===== src/rtl/bitplane_image_rle_depacker_defines.svh =====
// assertion macros for the bit-plane image run-length depacker
// used by the top level only
`ifndef BITPLANE_IMAGE_RLE_DEPACKER_DEFINES_SVH
`define BITPLANE_IMAGE_RLE_DEPACKER_DEFINES_SVH

// check a condition at every rising clock edge outside reset
`define BIRD_ASSERT(lbl, prop, msg) \
   lbl: assert property (@(posedge clock) disable iff (reset) (prop)) else $error(msg);

// check that one condition implies another in the next cycle
`define BIRD_ASSERT_NEXT(lbl, ante, cons, msg) \
   lbl: assert property (@(posedge clock) disable iff (reset) (ante) |=> (cons)) else $error(msg);

`endif


===== src/rtl/bird_pkg.sv =====
// shared types and constants for the bit-plane image depacker
// no dependencies
package bird_pkg;

   localparam int MAX_LINE_BYTES    = 2048;
   localparam int MAX_PATTERN_BYTES = 16;
   localparam int MAX_PLANES        = 8;

   localparam logic [2:0] PH_OPCODE     = 3'd0;
   localparam logic [2:0] PH_PAT_COUNT  = 3'd1;
   localparam logic [2:0] PH_PAT_BYTES  = 3'd2;
   localparam logic [2:0] PH_SCAN_MARK  = 3'd3;
   localparam logic [2:0] PH_SCAN_COUNT = 3'd4;
   localparam logic [2:0] PH_LIT_COUNT  = 3'd5;
   localparam logic [2:0] PH_LIT_BYTES  = 3'd6;

   localparam logic [1:0] KIND_SOLID   = 2'd0;
   localparam logic [1:0] KIND_LITERAL = 2'd1;
   localparam logic [1:0] KIND_PATTERN = 2'd2;
   localparam logic [1:0] KIND_ERROR   = 2'd3;

   localparam logic [1:0] ERR_NONE     = 2'd0;
   localparam logic [1:0] ERR_BAD_MARK = 2'd1;
   localparam logic [1:0] ERR_OVERRUN  = 2'd2;

   localparam logic [1:0] REG_LINE_WIDTH = 2'd0;
   localparam logic [1:0] REG_HEIGHT     = 2'd1;
   localparam logic [1:0] REG_PLANES     = 2'd2;
   localparam logic [1:0] REG_PATTERN    = 2'd3;

   localparam logic [7:0] OP_LITERAL   = 8'h80;
   localparam logic [7:0] RUN_MASK     = 8'h7F;
   localparam logic [7:0] SCAN_MARKER  = 8'hFF;

   // one classified write, front to back
   typedef struct packed {
      logic [1:0]   kind;
      logic [11:0]  run_length;
      logic [63:0]  data_low;
      logic [63:0]  data_high;
      logic [1:0]   error_code;
   } cmd_type;

   typedef struct packed {
      logic [1:0]  kind;
      logic [2:0]  plane_index;
      logic [14:0] line_index;
      logic [10:0] column;
      logic [11:0] run_length;
      logic [63:0] data_low;
      logic [63:0] data_high;
      logic        line_done;
      logic [7:0]  line_repeat;
      logic        image_done;
      logic [1:0]  error_code;
   } rsp_type;

   typedef struct packed {
      logic [11:0] width;
      logic [14:0] height;
      logic [3:0]  planes;
      logic [4:0]  pattern;
   } cfg_type;

endpackage


===== src/rtl/bird_fifo.sv =====
// two-entry queue of classified writes between front and back
// depends on bird_pkg
module bird_fifo (
   input  logic              clock,
   input  logic              reset,
   input  logic              push,
   input  bird_pkg::cmd_type push_data,
   output logic              full,
   output logic              empty,
   input  logic              pop,
   output bird_pkg::cmd_type pop_data
);
   bird_pkg::cmd_type mem_ff [2];
   logic              wr_ff, wr_in, rd_ff, rd_in;
   logic [1:0]        cnt_ff, cnt_in;

   assign full     = (cnt_ff == 2'd2);
   assign empty    = (cnt_ff == 2'd0);
   assign pop_data = mem_ff[rd_ff];

   always_comb begin
      wr_in  = wr_ff ^ push;
      rd_in  = rd_ff ^ pop;
      cnt_in = cnt_ff + {1'b0, push} - {1'b0, pop};
   end

   always_ff @(posedge clock) begin
      if (reset) begin
         wr_ff  <= 1'b0;
         rd_ff  <= 1'b0;
         cnt_ff <= 2'd0;
      end else begin
         wr_ff  <= wr_in;
         rd_ff  <= rd_in;
         cnt_ff <= cnt_in;
      end
      if (push) begin
         mem_ff[wr_ff] <= push_data;
      end
   end
endmodule


===== src/rtl/bird_front.sv =====
// front part: byte parser, pattern store, column and overrun check
// depends on bird_pkg
module bird_front (
   input  logic              clock,
   input  logic              reset,
   input  bird_pkg::cfg_type cfg,
   input  logic              in_valid,
   output logic              in_ready,
   input  logic [7:0]        in_byte,
   output logic              push,
   output bird_pkg::cmd_type push_data,
   input  logic              full,
   input  logic              back_done,
   output logic              halted
);
   logic [2:0]  phase_ff, phase_in;
   logic [7:0]  pat_ff [16];
   logic [4:0]  fill_ff, fill_in;
   logic [7:0]  pcount_ff, pcount_in;
   logic [7:0]  lit_ff, lit_in;
   logic [11:0] col_ff, col_in;
   logic        halt_ff, halt_in;
   logic [11:0] width;
   logic [4:0]  plen;
   logic [12:0] col_end;
   logic [11:0] pat_run;
   logic [13:0] pat_end;
   logic        take;
   logic [127:0] pat_bits;

   assign width = (cfg.width == 12'd0) ? 12'd1 :
                  (cfg.width > 12'(bird_pkg::MAX_LINE_BYTES)) ?
                  12'(bird_pkg::MAX_LINE_BYTES) : cfg.width;
   assign plen  = (cfg.pattern > 5'(bird_pkg::MAX_PATTERN_BYTES)) ?
                  5'(bird_pkg::MAX_PATTERN_BYTES) : cfg.pattern;
   assign in_ready = !full;
   assign take     = in_valid && !full;
   assign halted   = halt_ff;
   assign pat_run  = 12'(pcount_ff * plen);
   assign pat_end  = {2'b00, col_ff} + 14'(in_byte * plen);

   always_comb begin
      for (int i = 0; i < 16; i++) begin
         pat_bits[i*8 +: 8] = (5'(i) < plen) ?
            ((5'(i) == fill_ff) ? in_byte : pat_ff[i]) : 8'h00;
      end
   end

   always_comb begin
      phase_in  = phase_ff;
      fill_in   = fill_ff;
      pcount_in = pcount_ff;
      lit_in    = lit_ff;
      col_in    = col_ff;
      halt_in   = halt_ff | back_done;
      push      = 1'b0;
      push_data = '0;
      col_end   = 13'd0;
      if (take && !halt_ff) begin
         case (phase_ff)
            bird_pkg::PH_OPCODE: begin
               if (in_byte == 8'h00) begin
                  phase_in = bird_pkg::PH_PAT_COUNT;
               end else if (in_byte == bird_pkg::OP_LITERAL) begin
                  phase_in = bird_pkg::PH_LIT_COUNT;
               end else begin
                  push = 1'b1;
                  push_data.kind = bird_pkg::KIND_SOLID;
                  push_data.run_length = {5'd0, in_byte[6:0]};
                  push_data.data_low = in_byte[7] ? 64'hFF : 64'h0;
                  col_end = {1'b0, col_ff} + {6'd0, in_byte[6:0]};
               end
            end
            bird_pkg::PH_PAT_COUNT: begin
               if (in_byte == 8'h00) begin
                  phase_in = bird_pkg::PH_SCAN_MARK;
               end else if (plen == 5'd0) begin
                  phase_in = bird_pkg::PH_OPCODE;
               end else if (pat_end > {2'b00, width}) begin
                  push = 1'b1;
                  push_data.kind = bird_pkg::KIND_ERROR;
                  push_data.error_code = bird_pkg::ERR_OVERRUN;
                  halt_in  = 1'b1;
                  phase_in = bird_pkg::PH_OPCODE;
               end else begin
                  pcount_in = in_byte;
                  fill_in   = 5'd0;
                  phase_in  = bird_pkg::PH_PAT_BYTES;
               end
            end
            bird_pkg::PH_PAT_BYTES: begin
               fill_in = fill_ff + 5'd1;
               if (fill_in >= plen) begin
                  fill_in  = 5'd0;
                  phase_in = bird_pkg::PH_OPCODE;
                  push = 1'b1;
                  push_data.kind = bird_pkg::KIND_PATTERN;
                  push_data.run_length = pat_run;
                  push_data.data_low  = pat_bits[63:0];
                  push_data.data_high = pat_bits[127:64];
                  col_end = {1'b0, col_ff} + {1'b0, pat_run};
               end
            end
            bird_pkg::PH_SCAN_MARK: begin
               if (in_byte != bird_pkg::SCAN_MARKER) begin
                  push = 1'b1;
                  push_data.kind = bird_pkg::KIND_ERROR;
                  push_data.error_code = bird_pkg::ERR_BAD_MARK;
                  halt_in  = 1'b1;
                  phase_in = bird_pkg::PH_OPCODE;
               end else begin
                  phase_in = bird_pkg::PH_SCAN_COUNT;
               end
            end
            bird_pkg::PH_SCAN_COUNT: begin
               push = 1'b1;
               push_data.kind = bird_pkg::KIND_SOLID;
               push_data.error_code = bird_pkg::ERR_BAD_MARK;
               push_data.data_high = {56'd0, (in_byte == 8'h00) ? 8'd1 : in_byte};
               phase_in = bird_pkg::PH_OPCODE;
            end
            bird_pkg::PH_LIT_COUNT: begin
               if (in_byte == 8'h00) begin
                  phase_in = bird_pkg::PH_OPCODE;
               end else if ({1'b0, col_ff} + {5'd0, in_byte} > {1'b0, width}) begin
                  push = 1'b1;
                  push_data.kind = bird_pkg::KIND_ERROR;
                  push_data.error_code = bird_pkg::ERR_OVERRUN;
                  halt_in  = 1'b1;
                  phase_in = bird_pkg::PH_OPCODE;
               end else begin
                  lit_in   = in_byte;
                  phase_in = bird_pkg::PH_LIT_BYTES;
               end
            end
            bird_pkg::PH_LIT_BYTES: begin
               if (lit_ff <= 8'd1) begin
                  lit_in   = 8'd0;
                  phase_in = bird_pkg::PH_OPCODE;
               end else begin
                  lit_in = lit_ff - 8'd1;
               end
               push = 1'b1;
               push_data.kind = bird_pkg::KIND_LITERAL;
               push_data.run_length = 12'd1;
               push_data.data_low = {56'd0, in_byte};
               col_end = {1'b0, col_ff} + 13'd1;
            end
            default: begin
               phase_in = bird_pkg::PH_OPCODE;
            end
         endcase
         // write descriptors: track column, flag overrun
         if (push && push_data.kind != bird_pkg::KIND_ERROR &&
             !(phase_ff == bird_pkg::PH_SCAN_COUNT)) begin
            if (col_end > {1'b0, width}) begin
               push_data = '0;
               push_data.kind = bird_pkg::KIND_ERROR;
               push_data.error_code = bird_pkg::ERR_OVERRUN;
               halt_in  = 1'b1;
               phase_in = bird_pkg::PH_OPCODE;
            end else if (col_end == {1'b0, width}) begin
               col_in = 12'd0;
            end else begin
               col_in = col_end[11:0];
            end
         end
      end
   end

   always_ff @(posedge clock) begin
      if (reset) begin
         phase_ff  <= bird_pkg::PH_OPCODE;
         fill_ff   <= 5'd0;
         pcount_ff <= 8'd0;
         lit_ff    <= 8'd0;
         col_ff    <= 12'd0;
         halt_ff   <= 1'b0;
      end else begin
         phase_ff  <= phase_in;
         fill_ff   <= fill_in;
         pcount_ff <= pcount_in;
         lit_ff    <= lit_in;
         col_ff    <= col_in;
         halt_ff   <= halt_in;
      end
      if (take && !halt_ff && phase_ff == bird_pkg::PH_PAT_BYTES) begin
         pat_ff[fill_ff[3:0]] <= in_byte;
      end
   end
endmodule


===== src/rtl/bird_back.sv =====
// back part: plane and line tracking, descriptor completion, output register
// depends on bird_pkg
module bird_back (
   input  logic              clock,
   input  logic              reset,
   input  bird_pkg::cfg_type cfg,
   input  logic              empty,
   output logic              pop,
   input  bird_pkg::cmd_type pop_data,
   output logic              out_valid,
   input  logic              out_ready,
   output bird_pkg::rsp_type out_data,
   output logic              done
);
   logic [10:0] col_ff, col_in;
   logic [2:0]  plane_ff, plane_in;
   logic [14:0] line_ff, line_in;
   logic [7:0]  rep_ff, rep_in;
   logic        valid_ff, valid_in;
   bird_pkg::rsp_type data_ff, data_in;
   logic        done_ff, done_in;
   logic [11:0] width;
   logic [14:0] height;
   logic [3:0]  planes;
   logic [12:0] col_end;
   logic [14:0] remain;
   logic [7:0]  rep_out;
   logic [15:0] line_end;
   logic        is_scan;

   assign width  = (cfg.width == 12'd0) ? 12'd1 :
                   (cfg.width > 12'(bird_pkg::MAX_LINE_BYTES)) ?
                   12'(bird_pkg::MAX_LINE_BYTES) : cfg.width;
   assign height = (cfg.height == 15'd0) ? 15'd1 : cfg.height;
   assign planes = (cfg.planes == 4'd0) ? 4'd1 :
                   (cfg.planes > 4'(bird_pkg::MAX_PLANES)) ?
                   4'(bird_pkg::MAX_PLANES) : cfg.planes;
   assign out_valid = valid_ff;
   assign out_data  = data_ff;
   assign done      = done_ff;
   // once halted, queued writes are drained and dropped
   assign pop       = !empty && (done_ff || !valid_ff || out_ready);
   // scan repeat travels as a solid kind carrying the bad-mark code
   assign is_scan   = pop_data.kind == bird_pkg::KIND_SOLID &&
                      pop_data.error_code == bird_pkg::ERR_BAD_MARK;
   assign col_end   = {2'b00, col_ff} + {1'b0, pop_data.run_length};
   assign remain    = (line_ff < height) ? (height - line_ff) : 15'd1;
   assign rep_out   = ({7'd0, rep_ff} < remain) ? rep_ff : remain[7:0];
   assign line_end  = {1'b0, line_ff} + {8'd0, rep_out};

   always_comb begin
      col_in   = col_ff;
      plane_in = plane_ff;
      line_in  = line_ff;
      rep_in   = rep_ff;
      done_in  = done_ff;
      valid_in = valid_ff && !out_ready;
      data_in  = data_ff;
      if (pop && !done_ff) begin
         if (is_scan) begin
            rep_in = pop_data.data_high[7:0];
         end else begin
            valid_in = 1'b1;
            data_in = '0;
            data_in.kind        = pop_data.kind;
            data_in.plane_index = plane_ff;
            data_in.line_index  = line_ff;
            data_in.column      = col_ff;
            data_in.run_length  = pop_data.run_length;
            data_in.data_low    = pop_data.data_low;
            data_in.data_high   = pop_data.data_high;
            data_in.error_code  = pop_data.error_code;
            if (pop_data.kind == bird_pkg::KIND_ERROR) begin
               done_in = 1'b1;
            end else if (col_end == {1'b0, width}) begin
               data_in.line_done   = 1'b1;
               data_in.line_repeat = rep_out;
               data_in.image_done  = ({1'b0, plane_ff} + 4'd1 >= planes) &&
                                     (line_end >= {1'b0, height});
               col_in   = 11'd0;
               plane_in = plane_ff + 3'd1;
               if ({1'b0, plane_ff} + 4'd1 >= planes) begin
                  plane_in = 3'd0;
                  line_in  = line_end[14:0];
                  rep_in   = 8'd1;
               end
               done_in = data_in.image_done;
            end else begin
               col_in = col_end[10:0];
            end
         end
      end
   end

   always_ff @(posedge clock) begin
      if (reset) begin
         col_ff   <= 11'd0;
         plane_ff <= 3'd0;
         line_ff  <= 15'd0;
         rep_ff   <= 8'd1;
         valid_ff <= 1'b0;
         done_ff  <= 1'b0;
      end else begin
         col_ff   <= col_in;
         plane_ff <= plane_in;
         line_ff  <= line_in;
         rep_ff   <= rep_in;
         valid_ff <= valid_in;
         done_ff  <= done_in;
      end
      data_ff <= data_in;
   end
endmodule


===== src/rtl/bitplane_image_rle_depacker.sv =====
// bit-plane image run-length depacker: one packed byte per beat in, write descriptors out
// a descriptor passes the queue, then the output register; one byte accepted every cycle
// while the two-entry queue has room; throughput set by the front parser, one byte a cycle
// reset clears parse state, position, queue and output register; registers return to
// width 80, height 400, one plane, pattern length 2
module bitplane_image_rle_depacker (
   input  logic         clock,
   input  logic         reset,
   input  logic         req_tvalid,
   output logic         req_tready,
   input  logic [7:0]   req_tdata,   // stream_byte
   output logic         rsp_tvalid,
   input  logic         rsp_tready,
   output logic [1:0]   rsp_tuser,   // kind
   output logic         rsp_tlast,   // line_done
   // plane_index, line_index, column, run_length, data_low, data_high,
   // line_repeat, image_done, error_code, 4 zero bits
   output logic [183:0] rsp_tdata,
   input  logic         csr_psel,
   input  logic         csr_penable,
   input  logic         csr_pwrite,
   input  logic [3:0]   csr_paddr,
   input  logic [31:0]  csr_pwdata,
   output logic [31:0]  csr_prdata,
   output logic         csr_pready
);
`include "bitplane_image_rle_depacker_defines.svh"

   bird_pkg::cfg_type cfg_ff, cfg_in;
   bird_pkg::cmd_type push_data, pop_data;
   bird_pkg::rsp_type rsp;
   logic push, pop, full, empty, back_done, halted;
   logic wr;
   logic err_ok;

   assign csr_pready = 1'b1;
   assign wr = csr_psel && csr_penable && csr_pwrite;

   always_comb begin
      cfg_in = cfg_ff;
      if (wr) begin
         case (csr_paddr[3:2])
            bird_pkg::REG_LINE_WIDTH: cfg_in.width   = csr_pwdata[11:0];
            bird_pkg::REG_HEIGHT:     cfg_in.height  = csr_pwdata[14:0];
            bird_pkg::REG_PLANES:     cfg_in.planes  = csr_pwdata[3:0];
            bird_pkg::REG_PATTERN:    cfg_in.pattern = csr_pwdata[4:0];
            default:                  cfg_in = cfg_ff;
         endcase
      end
   end

   always_comb begin
      case (csr_paddr[3:2])
         bird_pkg::REG_LINE_WIDTH: csr_prdata = {20'd0, cfg_ff.width};
         bird_pkg::REG_HEIGHT:     csr_prdata = {17'd0, cfg_ff.height};
         bird_pkg::REG_PLANES:     csr_prdata = {28'd0, cfg_ff.planes};
         bird_pkg::REG_PATTERN:    csr_prdata = {27'd0, cfg_ff.pattern};
         default:                  csr_prdata = 32'd0;
      endcase
   end

   always_ff @(posedge clock) begin
      if (reset) begin
         cfg_ff <= '{width: 12'd80, height: 15'd400, planes: 4'd1, pattern: 5'd2};
      end else begin
         cfg_ff <= cfg_in;
      end
   end

   bird_front u_front (
      .clock, .reset, .cfg(cfg_ff),
      .in_valid(req_tvalid), .in_ready(req_tready), .in_byte(req_tdata),
      .push, .push_data, .full, .back_done, .halted
   );

   bird_fifo u_fifo (
      .clock, .reset, .push, .push_data, .full, .empty, .pop, .pop_data
   );

   bird_back u_back (
      .clock, .reset, .cfg(cfg_ff), .empty, .pop, .pop_data,
      .out_valid(rsp_tvalid), .out_ready(rsp_tready), .out_data(rsp), .done(back_done)
   );

   assign rsp_tuser = rsp.kind;
   assign rsp_tlast = rsp.line_done;
   assign rsp_tdata = {4'd0, rsp.error_code, rsp.image_done, rsp.line_repeat,
                       rsp.data_high, rsp.data_low, rsp.run_length,
                       rsp.column, rsp.line_index, rsp.plane_index};

   assign err_ok = (rsp.kind == bird_pkg::KIND_ERROR) ==
                   (rsp.error_code != bird_pkg::ERR_NONE);

   `BIRD_ASSERT(a_no_push_full, !(push && full), "push into full queue")
   `BIRD_ASSERT(a_err_code, !rsp_tvalid || err_ok, "error kind and code disagree")
   `BIRD_ASSERT_NEXT(a_halt_sticky, halted, halted, "halt cleared without reset")
endmodule


===== config.mk =====
export PLATFORM = sky130hd
export DESIGN_NAME = bitplane_image_rle_depacker
export DESIGN_NICKNAME = d
export VERILOG_FILES = /design/src/rtl/bird_pkg.sv /design/src/rtl/bird_fifo.sv /design/src/rtl/bird_front.sv /design/src/rtl/bird_back.sv /design/src/rtl/bitplane_image_rle_depacker.sv
export VERILOG_INCLUDE_DIRS = /design/src /design/src/rtl
export SDC_FILE = /design/constraint.sdc
export NUM_CORES = 1
export LEC_CHECK = 0
export BUFFER_PORTS_ARGS = -buffer_cell sky130_fd_sc_hd__clkbuf_2
export CAP_MARGIN = 20
export CORE_AREA = 5 5 289 291
export DETAILED_ROUTE_END_ITERATION = 16
export DIE_AREA = 0 0 294 296
export GPL_ROUTABILITY_DRIVEN = 1
export HOLD_SLACK_MARGIN = 0.06
export PLACE_DENSITY = 0.61
export SLEW_MARGIN = 25
export SYNTH_ARGS = -nofsm -noshare
export SYNTH_HDL_FRONTEND = slang
export SYNTH_SLANG_ARGS = --single-unit

===== constraint.sdc =====
create_clock -name clock -period 19.05 [get_ports clock]
set_input_delay 3.81 -clock clock [delete_from_list [all_inputs] [get_ports clock]]
set_output_delay 3.81 -clock clock [all_outputs]
set_load 0.03 [all_outputs]

==> summary.md <==
| Metric | Value |
|---|---|
| Top_reg_cell synth | `edfxtp_1` |
| Grt total ovfl | `0` |
| Library cells used by synthesis | `90` |
| RR Startpoint | `cfg_ff[4]$_SDFFE_PP0P_` |
| Met1 WL | `40600 um` |
| Hold Violations, Final | `0` |
| Outcome | `finished clean` |
| Post-route setup slack | `6.90 ns` |
| Via/cell ratio | `5.60` |
| Share of async-settable or async-resettable flops after synthesis | `0%` |
| PwrDens | `146 mW/mm^2` |
| 1st-pass router iterations | `8` |
| CTS resizes | `0` |
| Synth top cells by count | `edfxtp_1, nand2_1, a21oi_1` |
| XOR/XNOR Fraction of Synth Area | `2.12%` |
| Fin crit share | `63.8%` |
| Critical Path Slowest Stage Cell | `buf_4` |
| Synth area leader | `edfxtp_1` |
| Worst Path Max Fanout | `66` |
| Total number of vias | `24661` |
| Filler Cell Count | `6994` |
| Cell depth of the worst hold path | `2` |
| Met3 WL | `6100 um` |
| Pre-CTS setup slack | `6.28 ns` |
| Hpwl dp | `65800 um` |
| CTS max path bufs | `3` |
| Die area | `0.0870 mm^2` |
| RR Endpoint | `u_fifo.mem_ff[0][19]$_DFFE_PP_` |
| Fin crit period | `12.15 ns` |
| Startpoint Class | `primary input` |
| TNS Setup | `0 ns` |
| Compound-Gate Fraction of Synth Area | `9.55%` |
| Worst Hold Class | `flop to flop` |
| Crit end category | `flop` |
| Count leader, synth | `edfxtp_1` |
| Crit Path Class | `primary input to flop` |
| Area Overhead vs Synth | `13.2%` |
| Worst relative slew slack | `32.5%` |
| RSZ-0062 raised after global routing | `false` |
| Post-CTS Setup Bufs | `0` |
| Dpl cell area | `0.0381 mm^2` |
| Starting Density | `44.8%` |
| Post-Synth Adder-Cell Area | `8.95%` |
| WL final | `94400 um` |
| # setup viols final | `0` |
| Root Buffer | `clkbuf_16` |
| R2R depth | `27` |
| Routed Antenna Nets | `0` |
| Worst vdd ir | `0.0000930 V` |
| Post-Synth Simple-Gate Area | `13.1%` |
| HP Start | `u_back.col_ff[10]$_SDFFE_PP0P_` |
| Synth area leaders | `edfxtp_1, dfxtp_1, ha_1, mux2_2, nand2_1` |
| Fmax | `82.3 MHz` |
| CTS clk-pin slew, worst paths | `0.06 ns` |
| Crit-path max cell delay | `0.83 ns` |
| Max Cap Viol | `0` |
| # clock sinks | `715` |
| Nets | `3558` |
| Avg Inst Size Synth | `11.7 um^2` |
| Antenna violations before repair | `0` |
| Yosys reg bits | `715` |
| Final GP Congestion | `0.909` |
| Die X | `294 um` |
| Clock power frac | `24.9%` |
| # IOs | `273` |
| Slew @ Worst Pin | `1.01 ns` |
| Comb pwr share | `34.5%` |
| Post-route cell area | `0.0407 mm^2` |
| Core Rows | `104` |
| Final Total Pwr | `5940 uW` |
| Syn Inst Count | `3082` |
| Initial drt markers | `2281` |
| Post-CTS Hold Fix Bufs | `0` |
| Max Used Layer | `met4` |
| H-Tree Depth | `3` |
| Net Sw Power | `2170 uW` |
| Main combinational cell family by area after synthesis | `simple AND/OR/NAND/NOR gates` |
| Hold Path End | `u_back.col_ff[10]$_SDFFE_PP0P_` |
| Req. time, crit path | `19.29 ns` |
| Max-slew violations | `0` |
| Sw Share | `36.6%` |
| Leakage | `0.0156 uW` |
| Post-synthesis mux area share | `6.32%` |
| Register area share after synthesis | `56.5%` |
| Pint | `3760 uW` |
| CTS tree | `done` |
| Worst Skew | `0.0305 ns` |
| Wire length of the first global-routing pass | `143000 um` |
| Worst Path Buf+Inv | `5` |
| Syn. warnings | `0` |
| EDFF count, synth | `599` |
| Arrival @ worst endpoint | `12.38 ns` |
| # DRC | `0` |
| Pin count of the biggest net entering global routing | `112` |
| Port bufs | `231` |
| Vias in the first global route | `24600` |
| WL met2 | `45300 um` |
| Yosys top cell area share | `50.0%` |
| Clk_lat worst skew | `0.62 ns` |
| Mapped Area | `0.0360 mm^2` |
| Layout cells sized above 1 | `17.3%` |
| Die Y | `296 um` |
| CORE AREA | `0.0803 mm^2` |
| Total GRT Usage | `21.0%` |
| Sequential power share | `40.6%` |
| R2R Setup Slk | `9.88 ns` |
| WL per Instance | `21.4 um` |
| Clock buffer count from CTS | `76` |
| Final core occ | `50.7%` |
| Top Family by Delay on Critical Path | `adder cells` |
| Antenna diodes | `0` |
through the flow:
step	cells	hold slack, ns
final	4404	0.480
after global routing	4404	0.496
after CTS	4403	0.481
after detailed placement	4262	0.461
after global placement	4262	0.467
after floorplan	3102	0.431
logic make-up (layout without fill, tap and decap cells):
logic type               count (synthesis)  count (layout)
adder cells (fa/ha/maj)                227             227
AND/OR/NAND/NOR                        999             999
multiplexers                           203             203
AO/OA/AOI/OAI                          542             542
XOR/XNOR                                84              84
other                                    2              22
buffers and inverters                  310             552
flip-flops                             715             715
flip-flops by register name, summed over array words and instances, names as in the netlist:
name	flops
cfg_ff	36
u_back.col_ff	11
u_back.done	1
u_back.line_ff	15
u_back.out_data	183
u_back.out_valid	1
u_back.plane_ff	3
u_back.rep_ff	8
u_fifo.cnt_ff	2
u_fifo.mem_ff	288
u_fifo.rd_ff	1
u_fifo.wr_ff	1
u_front.col_ff	12
u_front.fill_ff	5
u_front.halted	1
u_front.lit_ff	8
u_front.pat_ff	128
u_front.pcount_ff	8
u_front.phase_ff	3
tightest hold or removal path: cells and delay by family (launching register included):
| family | cells | cell delay (ns) |
|---|---|---|
| AND/OR/NAND/NOR | 1 | 0.06 |
| flip-flops | 1 | 0.33 |
| AO/OA/AOI/OAI | 1 | 0.05 |
final cells by class:
cell class	count	area [um^2]	share of cell area [%]
Timing Repair Buffer	269	1460	3.59
Multi-Input combinational cell	2077	14500	35.7
Inverter	142	541	1.33
Clock buffer	100	2100	5.15
Sequential cell	715	20300	49.9
Tap cell	1060	1330	3.26
Clock inverter	41	438	1.08
power by group through the flow:
stage                     registers, uW  logic, uW  clock network [uW]
final                              2410       2050                1480
after global routing               2450       2210                1580
after CTS                          2430       2050                1520
after detailed placement           2460       2040                   0
after global placement             2440       2020                   0
after floorplan                    2860       1040                   0
cells in the final DEF, fill, tap and decap left out, types with 51 or more instances in the layout:
cell	count
edfxtp_1	599
nand2_1	440
a21oi_1	240
clkbuf_2	230
nor2_1	192
ha_1	173
mux2_2	153
inv_1	140
dfxtp_1	115
clkbuf_16	80
o21ai_0	73
and2_1	61
nand3_1	54
xnor2_1	53
fa_1	51
metal layers:
metal | vias up | global-route usage, %
met5 | - | 0
met4 | 0 | 6.03
met3 | 145 | 3.16
met2 | 875 | 35.4
met1 | 12113 | 28.6
li1 | 11528 | -
how the worst max path moves through the flow:
stage	start	endpoint	slack, ns	cells after the start
after floorplan	req_tdata[0]	u_fifo.mem_ff[1][0]$_DFFE_PP_	6.21	24
after global placement	req_tdata[1]	u_fifo.mem_ff[0][20]$_DFFE_PP_	6.57	26
final	req_tdata[2]	u_fifo.mem_ff[0][19]$_DFFE_PP_	6.90	25
after CTS	req_tdata[1]	u_fifo.mem_ff[0][14]$_DFFE_PP_	6.92	26
after global routing	req_tdata[1]	u_fifo.mem_ff[0][19]$_DFFE_PP_	6.37	26
after detailed placement	req_tdata[1]	u_fifo.mem_ff[0][25]$_DFFE_PP_	6.28	26
Power figures use the tool's default switching activity.
